==> src/design/keyword_number_word_lexer_assert.svh <==
// Assertion macros for the keyword/number/word lexer.
// The assertions are sampled on clk_i and are off while rst_ni is low.
`ifndef KEYWORD_NUMBER_WORD_LEXER_ASSERT_SVH
`define KEYWORD_NUMBER_WORD_LEXER_ASSERT_SVH

`ifndef SYNTHESIS

// The property must hold at every clock edge outside reset.
`define KWL_ASSERT(label, prop) \
  label: assert property (@(posedge clk_i) disable iff (!rst_ni) (prop)) \
    else $error("lexer assertion failed");

// The expression must never be true at a clock edge outside reset.
`define KWL_ASSERT_NEVER(label, expr) \
  label: assert property (@(posedge clk_i) disable iff (!rst_ni) !(expr)) \
    else $error("lexer forbidden condition seen");

`else

`define KWL_ASSERT(label, prop)

`define KWL_ASSERT_NEVER(label, expr)

`endif

`endif

==> src/design/kwl_pkg.sv <==
`default_nettype none

package kwl_pkg;

  // Default sizes of the lookahead window and the two queues.
  localparam int unsigned WINDOW_BYTES_DEF = 7;
  localparam int unsigned MID_DEPTH_DEF    = 2;
  localparam int unsigned OUT_DEPTH_DEF    = 4;

  // Token kinds. The run mode uses the same codes, with zero meaning that
  // the next token is still being decided.
  localparam logic [1:0] KIND_KW    = 2'd0;
  localparam logic [1:0] KIND_DIGIT = 2'd1;
  localparam logic [1:0] KIND_OTHER = 2'd2;
  localparam logic [1:0] RUN_DECIDE = 2'd0;

  // Keyword list in priority order: class { } size : ; methods ( )
  localparam int unsigned KW_NUM     = 9;
  localparam int unsigned KW_MAX_LEN = 7;

  localparam logic [2:0] KW_LEN [KW_NUM] = '{
    3'd5, 3'd1, 3'd1, 3'd4, 3'd1, 3'd1, 3'd7, 3'd1, 3'd1
  };

  localparam logic [7:0] KW_TEXT [KW_NUM][KW_MAX_LEN] = '{
    '{8'h63, 8'h6C, 8'h61, 8'h73, 8'h73, 8'h00, 8'h00},
    '{8'h7B, 8'h00, 8'h00, 8'h00, 8'h00, 8'h00, 8'h00},
    '{8'h7D, 8'h00, 8'h00, 8'h00, 8'h00, 8'h00, 8'h00},
    '{8'h73, 8'h69, 8'h7A, 8'h65, 8'h00, 8'h00, 8'h00},
    '{8'h3A, 8'h00, 8'h00, 8'h00, 8'h00, 8'h00, 8'h00},
    '{8'h3B, 8'h00, 8'h00, 8'h00, 8'h00, 8'h00, 8'h00},
    '{8'h6D, 8'h65, 8'h74, 8'h68, 8'h6F, 8'h64, 8'h73},
    '{8'h28, 8'h00, 8'h00, 8'h00, 8'h00, 8'h00, 8'h00},
    '{8'h29, 8'h00, 8'h00, 8'h00, 8'h00, 8'h00, 8'h00}
  };

  // Characters with a role of their own.
  localparam logic [7:0] CH_SPACE  = 8'h20;
  localparam logic [7:0] CH_TAB    = 8'h09;
  localparam logic [7:0] CH_LF     = 8'h0A;
  localparam logic [7:0] CH_VT     = 8'h0B;
  localparam logic [7:0] CH_FF     = 8'h0C;
  localparam logic [7:0] CH_CR     = 8'h0D;
  localparam logic [7:0] CH_ZERO   = 8'h30;
  localparam logic [7:0] CH_NINE   = 8'h39;
  localparam logic [7:0] CH_LBRACE = 8'h7B;
  localparam logic [7:0] CH_COLON  = 8'h3A;
  localparam logic [7:0] CH_SEMI   = 8'h3B;

  // A classified input byte as it travels from the front to the back end.
  typedef struct packed {
    logic [7:0] data;
    logic       is_space;
    logic       is_digit;
    logic       ends_other;
  } item_t;

  // One result.
  typedef struct packed {
    logic [7:0] out_byte;
    logic [1:0] token_kind;
    logic       token_start;
    logic [3:0] keyword_index;
    logic       last_of_run;
  } res_t;

  function automatic logic char_is_digit(input logic [7:0] b);
    return (b >= CH_ZERO) && (b <= CH_NINE);
  endfunction

  function automatic logic char_is_space(input logic [7:0] b);
    return (b == CH_SPACE) || (b == CH_TAB) || (b == CH_LF) ||
           (b == CH_VT) || (b == CH_FF) || (b == CH_CR);
  endfunction

  function automatic logic char_ends_other(input logic [7:0] b);
    return (b == CH_LBRACE) || (b == CH_COLON) || (b == CH_SEMI);
  endfunction

endpackage

`default_nettype wire

==> src/design/kwl_fifo.sv <==
`default_nettype none

// Small synchronous queue; DEPTH must be at least 2.
module kwl_fifo #(
  parameter int unsigned WIDTH = $bits(kwl_pkg::item_t),
  parameter int unsigned DEPTH = kwl_pkg::MID_DEPTH_DEF
) (
  input  wire logic             clk_i,
  input  wire logic             rst_ni,
  input  wire logic             push_i,
  input  wire logic [WIDTH-1:0] data_i,
  output logic                  full_o,
  input  wire logic             pop_i,
  output logic [WIDTH-1:0]      data_o,
  output logic                  empty_o
);

  localparam int unsigned AW = $clog2(DEPTH);
  localparam int unsigned CW = $clog2(DEPTH + 1);

  logic [WIDTH-1:0] mem_q [DEPTH];
  logic [AW-1:0]    wr_ptr_q, wr_ptr_d;
  logic [AW-1:0]    rd_ptr_q, rd_ptr_d;
  logic [CW-1:0]    cnt_q, cnt_d;
  logic             do_push, do_pop;

  assign full_o  = (cnt_q == CW'(DEPTH));
  assign empty_o = (cnt_q == '0);
  assign do_push = push_i && !full_o;
  assign do_pop  = pop_i && !empty_o;
  assign data_o  = mem_q[rd_ptr_q];

  always_comb begin
    wr_ptr_d = wr_ptr_q;
    rd_ptr_d = rd_ptr_q;
    if (do_push) begin
      wr_ptr_d = (wr_ptr_q == AW'(DEPTH - 1)) ? '0 : wr_ptr_q + 1'b1;
    end
    if (do_pop) begin
      rd_ptr_d = (rd_ptr_q == AW'(DEPTH - 1)) ? '0 : rd_ptr_q + 1'b1;
    end
    case ({do_push, do_pop})
      2'b10:   cnt_d = cnt_q + 1'b1;
      2'b01:   cnt_d = cnt_q - 1'b1;
      default: cnt_d = cnt_q;
    endcase
  end

  always_ff @(posedge clk_i or negedge rst_ni) begin
    if (!rst_ni) begin
      wr_ptr_q <= '0;
      rd_ptr_q <= '0;
      cnt_q    <= '0;
    end else begin
      wr_ptr_q <= wr_ptr_d;
      rd_ptr_q <= rd_ptr_d;
      cnt_q    <= cnt_d;
    end
  end

  always_ff @(posedge clk_i) begin
    if (do_push) begin
      mem_q[wr_ptr_q] <= data_i;
    end
  end

endmodule

`default_nettype wire

==> src/design/kwl_front.sv <==
`default_nettype none

// Front end: classifies each incoming byte and queues it for the back end.
module kwl_front #(
  parameter int unsigned MID_DEPTH = kwl_pkg::MID_DEPTH_DEF
) (
  input  wire logic        clk_i,
  input  wire logic        rst_ni,
  input  wire logic [7:0]  text_byte_i,
  input  wire logic        push_i,
  output logic             full_o,
  output kwl_pkg::item_t   item_o,
  output logic             item_valid_o,
  input  wire logic        item_pop_i
);

  localparam int unsigned ITEM_W = $bits(kwl_pkg::item_t);

  kwl_pkg::item_t    item_in;
  logic [ITEM_W-1:0] item_raw;
  logic              mid_empty;

  always_comb begin
    item_in.data       = text_byte_i;
    item_in.is_space   = kwl_pkg::char_is_space(text_byte_i);
    item_in.is_digit   = kwl_pkg::char_is_digit(text_byte_i);
    item_in.ends_other = kwl_pkg::char_ends_other(text_byte_i);
  end

  kwl_fifo #(
    .WIDTH (ITEM_W),
    .DEPTH (MID_DEPTH)
  ) u_mid_fifo (
    .clk_i   (clk_i),
    .rst_ni  (rst_ni),
    .push_i  (push_i),
    .data_i  (item_in),
    .full_o  (full_o),
    .pop_i   (item_pop_i),
    .data_o  (item_raw),
    .empty_o (mid_empty)
  );

  assign item_o       = item_raw;
  assign item_valid_o = !mid_empty;

endmodule

`default_nettype wire

==> src/design/kwl_back.sv <==
`default_nettype none

// Back end: holds the lookahead window, decides tokens and emits at most one
// result per cycle, stalling on a full result queue. The newest result waits
// in a hold register so that a byte's final one can be marked when its work ends.
module kwl_back #(
  parameter int unsigned WINDOW_BYTES = kwl_pkg::WINDOW_BYTES_DEF
) (
  input  wire logic           clk_i,
  input  wire logic           rst_ni,
  input  wire kwl_pkg::item_t item_i,
  input  wire logic           item_valid_i,
  output logic                item_pop_o,
  output kwl_pkg::res_t       res_o,
  output logic                res_push_o,
  input  wire logic           res_full_i
);

  localparam int unsigned PW = $clog2(WINDOW_BYTES + 1);
  localparam int unsigned IW = $clog2(WINDOW_BYTES);

  localparam logic [2:0] ST_IDLE   = 3'd0;
  localparam logic [2:0] ST_DECIDE = 3'd1;
  localparam logic [2:0] ST_KW     = 3'd2;
  localparam logic [2:0] ST_RUN    = 3'd3;
  localparam logic [2:0] ST_FIN    = 3'd4;

  localparam logic [1:0] DEC_WAIT  = 2'd0;
  localparam logic [1:0] DEC_KW    = 2'd1;
  localparam logic [1:0] DEC_DIGIT = 2'd2;
  localparam logic [1:0] DEC_OTHER = 2'd3;

  logic [2:0]    state_q, state_d;
  logic [PW-1:0] pend_q, pend_d;
  logic [1:0]    run_q, run_d;
  logic          ended_q, ended_d;
  logic [3:0]    kw_idx_q, kw_idx_d;
  logic [2:0]    kw_cnt_q, kw_cnt_d;
  logic          hold_v_q, hold_v_d;
  kwl_pkg::res_t hold_q, hold_d;
  logic [7:0]    win_q [WINDOW_BYTES];
  logic [7:0]    win_d [WINDOW_BYTES];

  logic [1:0]    dec_kind;
  logic [3:0]    dec_idx;
  logic [2:0]    dec_len;

  logic          emit_req, emit_ok, do_shift, win_run_go;
  kwl_pkg::res_t new_res;

  // Token decision on the current window: first keyword that matches the
  // pending bytes wins; a keyword still only partly seen makes the block
  // wait unless the word has ended.
  always_comb begin : decide
    logic found;
    logic hit;
    found    = 1'b0;
    dec_kind = kwl_pkg::char_is_digit(win_q[0]) ? DEC_DIGIT : DEC_OTHER;
    dec_idx  = '0;
    dec_len  = '0;
    for (int k = 0; k < kwl_pkg::KW_NUM; k++) begin
      hit = 1'b1;
      for (int i = 0; i < kwl_pkg::KW_MAX_LEN; i++) begin
        if ((3'(i) < kwl_pkg::KW_LEN[k]) && (PW'(i) < pend_q) &&
            (win_q[i] != kwl_pkg::KW_TEXT[k][i])) begin
          hit = 1'b0;
        end
      end
      if (!found && hit) begin
        if (pend_q >= PW'(kwl_pkg::KW_LEN[k])) begin
          dec_kind = DEC_KW;
          dec_idx  = 4'(k);
          dec_len  = kwl_pkg::KW_LEN[k];
          found    = 1'b1;
        end else if (!ended_q) begin
          dec_kind = DEC_WAIT;
          found    = 1'b1;
        end
      end
    end
  end

  assign emit_ok    = !hold_v_q || !res_full_i;
  assign win_run_go =
      ((run_q == kwl_pkg::KIND_DIGIT) && kwl_pkg::char_is_digit(win_q[0])) ||
      ((run_q == kwl_pkg::KIND_OTHER) && !kwl_pkg::char_ends_other(win_q[0]));

  always_comb begin
    state_d    = state_q;
    pend_d     = pend_q;
    run_d      = run_q;
    ended_d    = ended_q;
    kw_idx_d   = kw_idx_q;
    kw_cnt_d   = kw_cnt_q;
    hold_v_d   = hold_v_q;
    hold_d     = hold_q;
    win_d      = win_q;
    item_pop_o = 1'b0;
    res_push_o = 1'b0;
    res_o      = hold_q;
    res_o.last_of_run = 1'b0;
    emit_req   = 1'b0;
    do_shift   = 1'b0;
    new_res    = '{out_byte: win_q[0], token_kind: kwl_pkg::KIND_KW,
                   token_start: 1'b0, keyword_index: 4'd0, last_of_run: 1'b0};

    unique case (state_q)
      ST_IDLE: begin
        if (item_valid_i) begin
          if (item_i.is_space) begin
            item_pop_o = 1'b1;
            ended_d    = 1'b1;
            state_d    = ST_DECIDE;
          end else if (((run_q == kwl_pkg::KIND_DIGIT) && item_i.is_digit) ||
                       ((run_q == kwl_pkg::KIND_OTHER) && !item_i.ends_other)) begin
            // The byte extends the running digit or other run.
            emit_req           = 1'b1;
            new_res.out_byte   = item_i.data;
            new_res.token_kind = run_q;
            if (emit_ok) begin
              item_pop_o = 1'b1;
              ended_d    = 1'b0;
              state_d    = ST_FIN;
            end
          end else begin
            item_pop_o = 1'b1;
            run_d      = kwl_pkg::RUN_DECIDE;
            ended_d    = 1'b0;
            if (pend_q < PW'(WINDOW_BYTES)) begin
              win_d[pend_q[IW-1:0]] = item_i.data;
              pend_d = pend_q + 1'b1;
            end
            state_d = ST_DECIDE;
          end
        end
      end

      ST_DECIDE: begin
        if (pend_q == '0) begin
          state_d = ST_FIN;
        end else begin
          unique case (dec_kind)
            DEC_WAIT: begin
              state_d = ST_FIN;
            end
            DEC_KW: begin
              emit_req              = 1'b1;
              new_res.token_start   = 1'b1;
              new_res.keyword_index = dec_idx;
              if (emit_ok) begin
                do_shift = 1'b1;
                pend_d   = pend_q - 1'b1;
                kw_idx_d = dec_idx;
                kw_cnt_d = dec_len - 3'd1;
                state_d  = (dec_len == 3'd1) ? ST_DECIDE : ST_KW;
              end
            end
            default: begin
              emit_req            = 1'b1;
              new_res.token_start = 1'b1;
              new_res.token_kind  = (dec_kind == DEC_DIGIT) ?
                                    kwl_pkg::KIND_DIGIT : kwl_pkg::KIND_OTHER;
              if (emit_ok) begin
                do_shift = 1'b1;
                pend_d   = pend_q - 1'b1;
                run_d    = new_res.token_kind;
                state_d  = ST_RUN;
              end
            end
          endcase
        end
      end

      ST_KW: begin
        emit_req              = 1'b1;
        new_res.keyword_index = kw_idx_q;
        if (emit_ok) begin
          do_shift = 1'b1;
          pend_d   = pend_q - 1'b1;
          kw_cnt_d = kw_cnt_q - 3'd1;
          if (kw_cnt_q == 3'd1) begin
            state_d = ST_DECIDE;
          end
        end
      end

      ST_RUN: begin
        // Bytes behind a run start are fed back into the run one at a
        // time; the first one that breaks it stays at the window head.
        if (pend_q == '0) begin
          state_d = ST_FIN;
        end else if (win_run_go) begin
          emit_req           = 1'b1;
          new_res.token_kind = run_q;
          if (emit_ok) begin
            do_shift = 1'b1;
            pend_d   = pend_q - 1'b1;
          end
        end else begin
          run_d   = kwl_pkg::RUN_DECIDE;
          state_d = ST_DECIDE;
        end
      end

      ST_FIN: begin
        if (!hold_v_q) begin
          if (ended_q) begin
            run_d = kwl_pkg::RUN_DECIDE;
          end
          state_d = ST_IDLE;
        end else if (!res_full_i) begin
          res_push_o        = 1'b1;
          res_o.last_of_run = 1'b1;
          hold_v_d          = 1'b0;
          if (ended_q) begin
            run_d = kwl_pkg::RUN_DECIDE;
          end
          state_d = ST_IDLE;
        end
      end

      default: begin
        state_d = ST_IDLE;
      end
    endcase

    if (emit_req && emit_ok) begin
      res_push_o = hold_v_q;
      hold_d     = new_res;
      hold_v_d   = 1'b1;
    end

    if (do_shift) begin
      for (int i = 0; i < WINDOW_BYTES - 1; i++) begin
        win_d[i] = win_q[i + 1];
      end
    end
  end

  always_ff @(posedge clk_i or negedge rst_ni) begin
    if (!rst_ni) begin
      state_q  <= ST_IDLE;
      pend_q   <= '0;
      run_q    <= kwl_pkg::RUN_DECIDE;
      ended_q  <= 1'b0;
      kw_idx_q <= '0;
      kw_cnt_q <= '0;
      hold_v_q <= 1'b0;
    end else begin
      state_q  <= state_d;
      pend_q   <= pend_d;
      run_q    <= run_d;
      ended_q  <= ended_d;
      kw_idx_q <= kw_idx_d;
      kw_cnt_q <= kw_cnt_d;
      hold_v_q <= hold_v_d;
    end
  end

  always_ff @(posedge clk_i) begin
    hold_q <= hold_d;
    win_q  <= win_d;
  end

endmodule

`default_nettype wire

==> src/design/keyword_number_word_lexer.sv <==
`default_nettype none

// Byte-stream lexer. Each transfer on the input queue carries one text byte;
// space, tab, CR, LF, VT and FF separate words. At each token start inside a
// word the first keyword of the list class, {, }, size, :, ;, methods, (, )
// that matches wins (keyword_index 0 to 8, token_kind 0); otherwise a
// decimal digit opens a digit run (kind 1) and anything else an other run
// (kind 2), which lasts until '{', ':', ';' or the end of the word. Every
// byte of a token comes out as one result, with token_start set on the first
// byte of the token, and last_of_run set on the final result caused by one
// input byte; bytes that may still form a keyword are held back, and
// whitespace flushes them. Both sides behave as queues: a byte is taken when
// push is high and full is low, a result is taken when pop is high and empty
// is low. A front end classifies bytes into a two-entry queue, and a
// back-end sequencer works on one byte at a time: a byte that extends a
// running digit or other run is emitted from the idle state, while a byte
// that enters the lookahead window, and any whitespace byte, goes through
// the decide state, and each digit or other run that is cut short by a
// byte still in the window sends the sequencer back to that state. A full
// result queue stalls the back end until the receiver reads. The back-end
// sequencer emits at most one result per cycle into the result queue.
module keyword_number_word_lexer #(
  parameter int unsigned WINDOW_BYTES = kwl_pkg::WINDOW_BYTES_DEF,
  parameter int unsigned MID_DEPTH    = kwl_pkg::MID_DEPTH_DEF,
  parameter int unsigned OUT_DEPTH    = kwl_pkg::OUT_DEPTH_DEF
) (
  input  wire logic       clk_i,
  input  wire logic       rst_ni,
  // Input queue.
  input  wire logic       push,
  output logic            full,
  input  wire logic [7:0] text_byte_i,
  // Result queue.
  output logic            empty,
  input  wire logic       pop,
  output logic [7:0]      out_byte_o,
  output logic [1:0]      token_kind_o,
  output logic            token_start_o,
  output logic [3:0]      keyword_index_o,
  output logic            last_of_run_o
);

  localparam int unsigned RES_W = $bits(kwl_pkg::res_t);

  // Classified bytes between the front and the back end.
  kwl_pkg::item_t   item;
  logic             item_valid;
  logic             item_pop;

  // Results from the back end into the result queue.
  kwl_pkg::res_t    res;
  logic             res_push;
  logic             out_full;
  logic [RES_W-1:0] out_raw;
  kwl_pkg::res_t    res_out;

  // The front end takes bytes as long as its queue has room, so it keeps
  // accepting while the back end is busy flushing a word.
  kwl_front #(
    .MID_DEPTH (MID_DEPTH)
  ) u_front (
    .clk_i        (clk_i),
    .rst_ni       (rst_ni),
    .text_byte_i  (text_byte_i),
    .push_i       (push),
    .full_o       (full),
    .item_o       (item),
    .item_valid_o (item_valid),
    .item_pop_i   (item_pop)
  );

  // The back end holds the lookahead window and the run mode, and stalls on
  // its own when the result queue is full.
  kwl_back #(
    .WINDOW_BYTES (WINDOW_BYTES)
  ) u_back (
    .clk_i        (clk_i),
    .rst_ni       (rst_ni),
    .item_i       (item),
    .item_valid_i (item_valid),
    .item_pop_o   (item_pop),
    .res_o        (res),
    .res_push_o   (res_push),
    .res_full_i   (out_full)
  );

  // Result queue; its head is shown on the result ports while it is not
  // empty.
  kwl_fifo #(
    .WIDTH (RES_W),
    .DEPTH (OUT_DEPTH)
  ) u_out_fifo (
    .clk_i   (clk_i),
    .rst_ni  (rst_ni),
    .push_i  (res_push),
    .data_i  (res),
    .full_o  (out_full),
    .pop_i   (pop),
    .data_o  (out_raw),
    .empty_o (empty)
  );

  assign res_out         = out_raw;
  assign out_byte_o      = res_out.out_byte;
  assign token_kind_o    = res_out.token_kind;
  assign token_start_o   = res_out.token_start;
  assign keyword_index_o = res_out.keyword_index;
  assign last_of_run_o   = res_out.last_of_run;

`include "keyword_number_word_lexer_assert.svh"

  // The back end only writes a result when the result queue has room.
  `KWL_ASSERT_NEVER(a_res_no_overflow, res_push && out_full)

  // The back end only takes a byte that the front end has queued.
  `KWL_ASSERT_NEVER(a_item_no_underflow, item_pop && !item_valid)

  // A keyword index is only ever shown together with the keyword kind.
  `KWL_ASSERT(a_kw_idx_kind, !empty && (token_kind_o != kwl_pkg::KIND_KW) |-> keyword_index_o == '0)

endmodule

`default_nettype wire
==> config.mk <==
export PLATFORM = sky130hd
export DESIGN_NAME = keyword_number_word_lexer
export DESIGN_NICKNAME = d
export VERILOG_FILES = /design/src/design/kwl_pkg.sv /design/src/design/kwl_fifo.sv /design/src/design/kwl_front.sv /design/src/design/kwl_back.sv /design/src/design/keyword_number_word_lexer.sv
export VERILOG_INCLUDE_DIRS = /design/src /design/src/design
export SDC_FILE = /design/constraint.sdc
export NUM_CORES = 1
export LEC_CHECK = 0
export ABC_AREA = 1
export BUFFER_PORTS_ARGS = -buffer_cell sky130_fd_sc_hd__buf_2
export CAP_MARGIN = 20
export CORE_MARGIN = 1.5
export CORE_UTILIZATION = 60
export DETAILED_ROUTE_END_ITERATION = 16
export HOLD_SLACK_MARGIN = 0.15
export PLACE_DENSITY = 0.77
export SLEW_MARGIN = 15
export SYNTH_ARGS = -nofsm -noshare
export SYNTH_HDL_FRONTEND = slang
export SYNTH_SLANG_ARGS = --single-unit
==> constraint.sdc <==
create_clock -name clk_i -period 10.5 [get_ports clk_i]
set_input_delay 1.05 -clock clk_i [delete_from_list [all_inputs] [get_ports clk_i]]
set_output_delay 1.05 -clock clk_i [all_outputs]
set_load 0.03 [all_outputs]
# == Word-level counts from Yosys, hierarchy flattened ==
# Memories as Yosys holds them, arrays and structs flattened.
# Index checks and enable logic that the tools add are counted.
# op_classes
add_sub_neg,12
n_mux,210
n_bitwise,6
reduce_logical,92
n_lt_le_gt_ge,18
eq_ne,74
# ops
operator,count
56-bit 2-to-1 mux,5
8-bit by 7-bit != test with 1-bit output (second input constant),18
3-bit 2-to-1 mux,44
2-bit 2-to-1 mux,44
1-bit 2-to-1 mux,81
4-bit 2-to-1 mux,16
56-bit bitwise mux,1
48-bit 2-to-1 mux,1
1-bit logical AND,42
8-bit by 4-bit equality test with 1-bit output (second input constant),5
8-bit by 6-bit equality test with 1-bit output (second input constant),5
8-bit by 6-bit != test with 1-bit output (second input constant),4
10-bit 2-to-1 mux,3
8-bit demux with 3-bit select,1
3-bit one-hot mux with 2 select lines,3
9-bit AND reduction,2
8-bit by 7-bit equality test with 1-bit output (second input constant),2
8-bit by 6-bit greater-or-equal comparator with 1-bit output (second input constant),2
8-bit by 6-bit <= comparator with 1-bit output (second input constant),2
8-bit 2-to-1 mux,2
2-bit by 1-bit != test with 1-bit output (second input constant),8
2-bit != test (second input constant),8
1-bit logical NOT,15
3-bit one-hot mux with 5 select lines,1
42 further kinds,97
# word_totals
mem_count,2
ff_bits,99
input_bits,12
mem_bits_rw,86
elab_cells,438
# mem_list
memory,depth,width,read_ports,rd_ports_with_merged_regs,write_ports,line_no,rtl
u_out_fifo.mem_q,4,16,1,0,1,kwl_fifo.sv:21,logic [WIDTH-1:0] mem_q [DEPTH];
u_front.u_mid_fifo.mem_q,2,11,1,0,1,kwl_fifo.sv:21,

# == Depth between registers and ports, before layout ==
# depth
depth_word,41
mapped_depth,28
ltp_nobuf,28

# == Cells and area by module ==
# From an unflattened synthesis, not the netlist that was laid out.
# hier_totals
hier_cells,1009
hier_area_um2,9746.8
# by_module_without_submodules
module,cells_per_inst,seq_area_each_um2,instances,area_per_inst_um2
kwl_back,648,2557.5,1,5363.9
kwl_fifo at u_out_fifo,247,2097.0,1,3243.1
kwl_fifo at u_front.u_mid_fifo,90,760.7,1,1033.5
kwl_front,24,0.0,1,106.4

# == Worst setup path after synthesis ==
# No wires, ideal clock.
# synth_timing
kind,register to register
start,register u_back.pend_q[1]
end,register u_out_fifo.cnt_q[2]
stages_incl_launch_ff,26
path_slack_ps,6844
required_ps,10369
arrival_ps,3525
cell_sequence,dfrtp_1 -> inv_1 -> ha_1 -> o21ai_2 -> nand2_1 -> nand2_1 -> inv_1 -> nand3_2 -> nand3_2 -> a21oi_2 -> nand3_2 -> nor2_4 -> nand3_4 -> nand4_4 -> nand2_4 -> nand2_4 -> nand3_1 -> nand3_2 -> nand2_1 -> inv_2 -> ha_1 -> inv_1 -> fa_1 -> a21oi_1 -> o21ai_0 -> xor2_1
# synth_between
elab_chain_len,41
elab_cells_between_ends,133
classes_between,order compare: 11; eq/ne: 2; mux: 77; reduce/logical: 43
# synth_rtl
element,line_no,rtl
"start, declared",kwl_back.sv:34,"logic [PW-1:0] pend_q, pend_d;"
"start signal, assigned",kwl_back.sv:251,pend_q <= pend_d;
1-bit by 3-bit < comparator with 1-bit output,kwl_back.sv:64,if ((3'(i) < kwl_pkg::KW_LEN[k]) && (PW'(i) < pend_q) &&
1-bit logical AND,kwl_back.sv:64,
1-bit 2-to-1 mux (5 in series),kwl_back.sv:64,
2-bit 2-to-1 mux or 1-bit 2-to-1 mux (tied branches),kwl_back.sv:69,if (!found && hit) begin
"2-bit 2-to-1 mux, or another cell as far along",kwl_back.sv:75,end else if (!ended_q) begin
"2-bit 2-to-1 mux, or another cell as far along",kwl_back.sv:70,if (pend_q >= PW'(kwl_pkg::KW_LEN[k])) begin
2-bit 2-to-1 mux or 1-bit 2-to-1 mux (tied branches),kwl_back.sv:69,
"2-bit 2-to-1 mux, or another cell as far along",kwl_back.sv:75,
(+21 left out),--,
1-bit 2-to-1 mux,kwl_back.sv:142,unique case (dec_kind)
1-bit 2-to-1 mux,kwl_back.sv:139,if (pend_q == '0) begin
1-bit one-hot mux with 4 select lines *,kwl_back.sv:107,unique case (state_q)
1-bit logical AND *,kwl_back.sv:227,if (emit_req && emit_ok) begin
1-bit 2-to-1 mux *,kwl_back.sv:227,
1-bit logical AND *,kwl_fifo.sv:29,assign do_push = push_i && !full_o;
2-bit by 1-bit equality test with 1-bit output or 2-bit equality test (tied branches),kwl_fifo.sv:42,"case ({do_push, do_pop})"
3-bit one-hot mux with 2 select lines or 2-bit nonzero test (tied branches),--,
"end signal, assigned",kwl_fifo.sv:57,cnt_q <= cnt_d;
"end, declared",kwl_fifo.sv:24,"logic [CW-1:0] cnt_q, cnt_d;"
# Mark *: on every way between the ends. The rest lies on a longest branch, timed or not.
# A chain may end at the register's enable or synchronous reset.

# == Final worst setup path ==
# layout_timing
start,register u_back.pend_q[2]
end,register u_out_fifo.cnt_q[2]
# The elaborated chain is that of the path after synthesis.

==> implementation parameters <==
Parameter                              Value

Setup path
  Crit-path cells    inv_1 -> nand2_4 -> nand2_1 -> nand2_1 -> nor2_2 -> nand3_2 -> nand3_2 -> a21oi_2 -> nand3_2 -> nor2_4 -> nand3_4 -> nand4_4 -> nand2_4 -> nand2_4 -> nand3_1 -> nand3_2 -> nand2_1 -> inv_2 -> ha_1 -> inv_1 -> fa_1 -> a21oi_1 -> o21ai_0 -> xor2_1
  Worst Path Arrival    ~4.5 ns
  Critical path endpoint category    flop
  Combined buffer and inverter count along the critical path    3
  Delay of the slowest cell on the worst path    ~0.7 ns
  Crit path kind    reg -> reg
  Kind of start point of the critical path    flop
  CP max stage cell    dfrtp_1
  Endpoint required time on the critical path    roughly 11 ns
  Dominant delay contributor by cell family on the critical path    simple AND/OR/NAND/NOR gates
  Cell occurring most often along the worst timing path    nand3_2
  Biggest fanout along the worst timing path    17

STA
  Slew headroom    a little over a quarter
  Hold Worst Slack    approximately 0.49 ns
  Pins over their slew limit    0
  Hold violation count in the final report    0
  Max Clk Rate    between 200 and 250 MHz
  Period minus WS final    roughly 4.2 ns
  Ratio of final minimum period to clock period    39.8%
  Total Neg Setup Slack    0 ns
  Final worst clock skew    approximately 0.017 ns
  RSZ-0062 raised after global routing    no
  Actual slew at the worst max-slew pin    1.09 ns
  Final setup violation count    0

Cells and area
  Final net count    965
  Layout area overhead    10.1%
  Ratio of cells with drive above 1 in the final layout    10.6%
  Number of antenna cells inserted    0
  Final Core Density    around 68%
  Layout filler cell count    about 1100
  Final non-filler cell area    a little under 10000 sq um

Synthesis
  Portion of the post-synthesis area used by sequential elements    roughly three fifths
  Top cell type's share of synthesized area    between 50 and 60%
  Mux contribution to synthesized area    less than 1%
  Top cells by count, synth    nand2_1 (189), edfxtp_1 (157), inv_1 (111), nor2_1 (110), o21ai_0 (91)
  Number of synthesized flops with an enable pin    157
  Library cell with the highest instance count after synthesis    nand2_1
  Synthesized-area fraction occupied by ao, oa, aoi and oai cells    between 10 and 15%
  Number of flip-flops and latches in the synthesized netlist    185
  Fraction of synthesis flops using an asynchronous set or reset pin    approximately 15%
  XOR/XNOR share of the synthesized area    0.974%
  Synth Net Count    approximately 930
  Simple-gate area share of the yosys netlist    a little under a fifth
  Synthesized instance count    around 900
  Ys flop type    edfxtp_1
  Syn. warnings    0
  Cell area after synthesis    about 9000 sq um
  Synth cell types    48
  Area share of fa/ha/maj cells after synthesis    approximately 2.4%
  Cell accounting for the most synthesized area    edfxtp_1
  Post-synthesis average cell area    between 9 and 10 sq um
  Combinational family with the most area after synthesis    simple AND/OR/NAND/NOR gates
  Most area-consuming cells after synthesis    edfxtp_1 (52%), nand2_1 (7.9%), dfrtp_1 (7.8%), o21ai_0 (5.1%), inv_1 (4.6%)

Flow run
  Number of violations of the max-capacitance limit    0

Placed design
  Detail Placement HPWL    approximately 13000 um
  Routability congestion estimate from global placement    0.975
  Count of buffers from port buffering    29
  Post-detailed-placement cell area    between 9000 and 10000 sq um

Route
  Per-cell via count in the routed design    a little under 6
  Drt first-iter violations    684
  Post-Route WL    about 19000 um
  Wire per inst    16.5 um
  Post-route antenna net violation count    0
  Number of design rule violations left after detail routing    0
  Number of iterations in the first detailed-routing pass    5
  Total vias in the final route    between 6000 and 7000

Power
  NetSw    around 1.5 mW
  Sequential share of power    between 30% and 40%
  Internal power summed over all cells    1.93 mW
  Ratio of total power to cell area    342 nW/um^2
  Combinational fraction of design power    between 40% and 50%
  Static Leak    between 3 and 4 nW
  Clk network pwr share    approximately a fifth
  VDD IR-drop max    0.000153 V
  Total Power    3.38 mW
  Switching Share    a little over two fifths

Global route
  Antenna violations before repair    0
  Global-route wire length before repair    between 30000 and 40000 um
  Global-route congestion overflow total    0
  Global routing usage summed across all routing layers    between 20% and 30%
  Pin count of the biggest net entering global routing    36
  Number of global-route vias before repair    6148

CTS
  CTS tree    built
  Hold-fix buffers at CTS    0
  Number of sinks on the clock net    between 150 and 200
  Buffer count from post-CTS setup fixing    0
  Htree depth    4
  Num CTS Buffers    17
  Clock latency of the later-clocked register in the worst-skew pair    about 0.44 ns
  Clock edge transition at the registers on the reported setup and hold paths    ~0.070 ns
  Clock Root Buffer    clkbuf_16
  Clock Tree Buf Depth    2
  CTS resizes    0

Floorplanning
  Die span in x    around 130 um
  Overall die area    approximately 16000 sq um
  Number of top-level pins    30
  Height of the die    125 um
  Core footprint    approximately 15000 sq um
  Starting utilization of the core area    61.6%
  FP Rows    44

Min path
  Classification of the worst-slack hold path    reg -> reg

Status
  Status    finished, final reports clean
cells by family after synthesis:
| group | after synthesis |
|---|---|
| buffers and inverters | 133 |
| xor gates and xnor gates | 10 |
| AOI/OAI and AO/OA | 175 |
| and+or+nand+nor | 381 |
| adders and majority gates | 17 |
| DFF | 185 |
| muxes | 1 |
metrics by stage:
stage / setup WS, ns / std cells
after global placement: 6.32 / 1097
after global routing: 5.92 / 1133
after floorplan: 6.84 / 902
after detailed placement: 6.38 / 1098
after CTS: 6.37 / 1130
final: 6.32 / 1133
power groups by stage:
stage,combinational (mW),sequential [mW],clock [mW]
after floorplan,1.10,1.27,0
after global placement,1.34,1.34,0
after detailed placement,1.38,1.35,0
after CTS,1.39,1.34,0.658
after global routing,1.57,1.37,0.687
final,1.40,1.34,0.651
registers in the layout, summed over array words and instances (netlist names):
name and flops:
u_out_fifo.rd_ptr_q 2, u_back.res_o 15, u_back.state_q 3, u_out_fifo.cnt_q 3
u_front.u_mid_fifo.rd_ptr_q 1, u_front.u_mid_fifo.mem_q 22, u_back.run_q 2, u_back.hold_v_q 1
u_out_fifo.mem_q 64, u_front.u_mid_fifo.cnt_q 2, u_back.win_q 56, u_back.pend_q 3
u_back.ended_q 1, u_back.kw_cnt_q 3, u_out_fifo.wr_ptr_q 2, u_back.kw_idx_q 4
u_front.u_mid_fifo.wr_ptr_q 1
cells in the final DEF (no fill, tap or decap), types with 3 or more instances in the layout:
cell        netlist  layout
clkinv_4          0       3
inv_8             0       3
nand3_2           4       4
nor2_2            2       3
buf_4             0       3
nand4_1          13      13
nor4_1            4       4
inv_6             1       3
a31oi_1           4       4
dfrtp_1          28      28
nor2_4            3       3
nand3_1          22      22
o21ai_2           4       4
o21ai_0          91      91
edfxtp_1        157     157
clkbuf_16         0      17
xor2_1            8       8
nand2_1         189     189
clkinvlp_4        0       3
nand2_4           7       7
inv_1           111     111
o22ai_1          39      39
o21ai_1           6       6
nor2_1          110     109
o211ai_1          5       5
buf_2             3      32
nor3_1           18      18
ha_1             16      16
a21oi_1          10      10
metal layers:
| metal | share of wire (%) | track usage (%) |
|---|---|---|
| met5 | 0 | 0 |
| met2 | 49 | 40.3 |
| met3 | 6.6 | 4.15 |
| met1 | 42 | 33.5 |
| met4 | 2.5 | 10.8 |
worst min-delay path: cells and delay by family, from the launching register on:
family | cells | cell delay (ns)
AND/OR/NAND/NOR | 1 | 0.05
AO/OA/AOI/OAI | 1 | 0.06
flip-flops | 1 | 0.35
worst paths after layout:
path	startpoint	endpoint	slack (ns)	cells past startpoint
setup reg to reg	u_back.pend_q[2]	u_out_fifo.cnt_q[2]	6.32	24
hold reg to reg	u_back.kw_idx_q[0]	u_back.kw_idx_q[0]	0.49	2
hold / removal	u_back.kw_idx_q[0]	u_back.kw_idx_q[0]	0.49	2
max in group asynchronous	rst_ni	u_back.kw_idx_q[3]	9.42	1
setup / recovery	u_back.pend_q[2]	u_out_fifo.cnt_q[2]	6.32	24
min in group asynchronous	rst_ni	u_out_fifo.rd_ptr_q[0]	0.65	1
area by class of cell:
class                           instances  area [sq um]  area share, %
Clock inverter                         13           160           1.62
Sequential cell                       185          5420           54.7
Tap cell                              184           230           2.33
Timing Repair Buffer                   35           183           1.85
Multi-Input combinational cell        584          3030           30.7
Inverter                              113           429           4.34
Clock buffer                           19           443           4.48
Note: power is estimated with default switching activity, not from simulation.
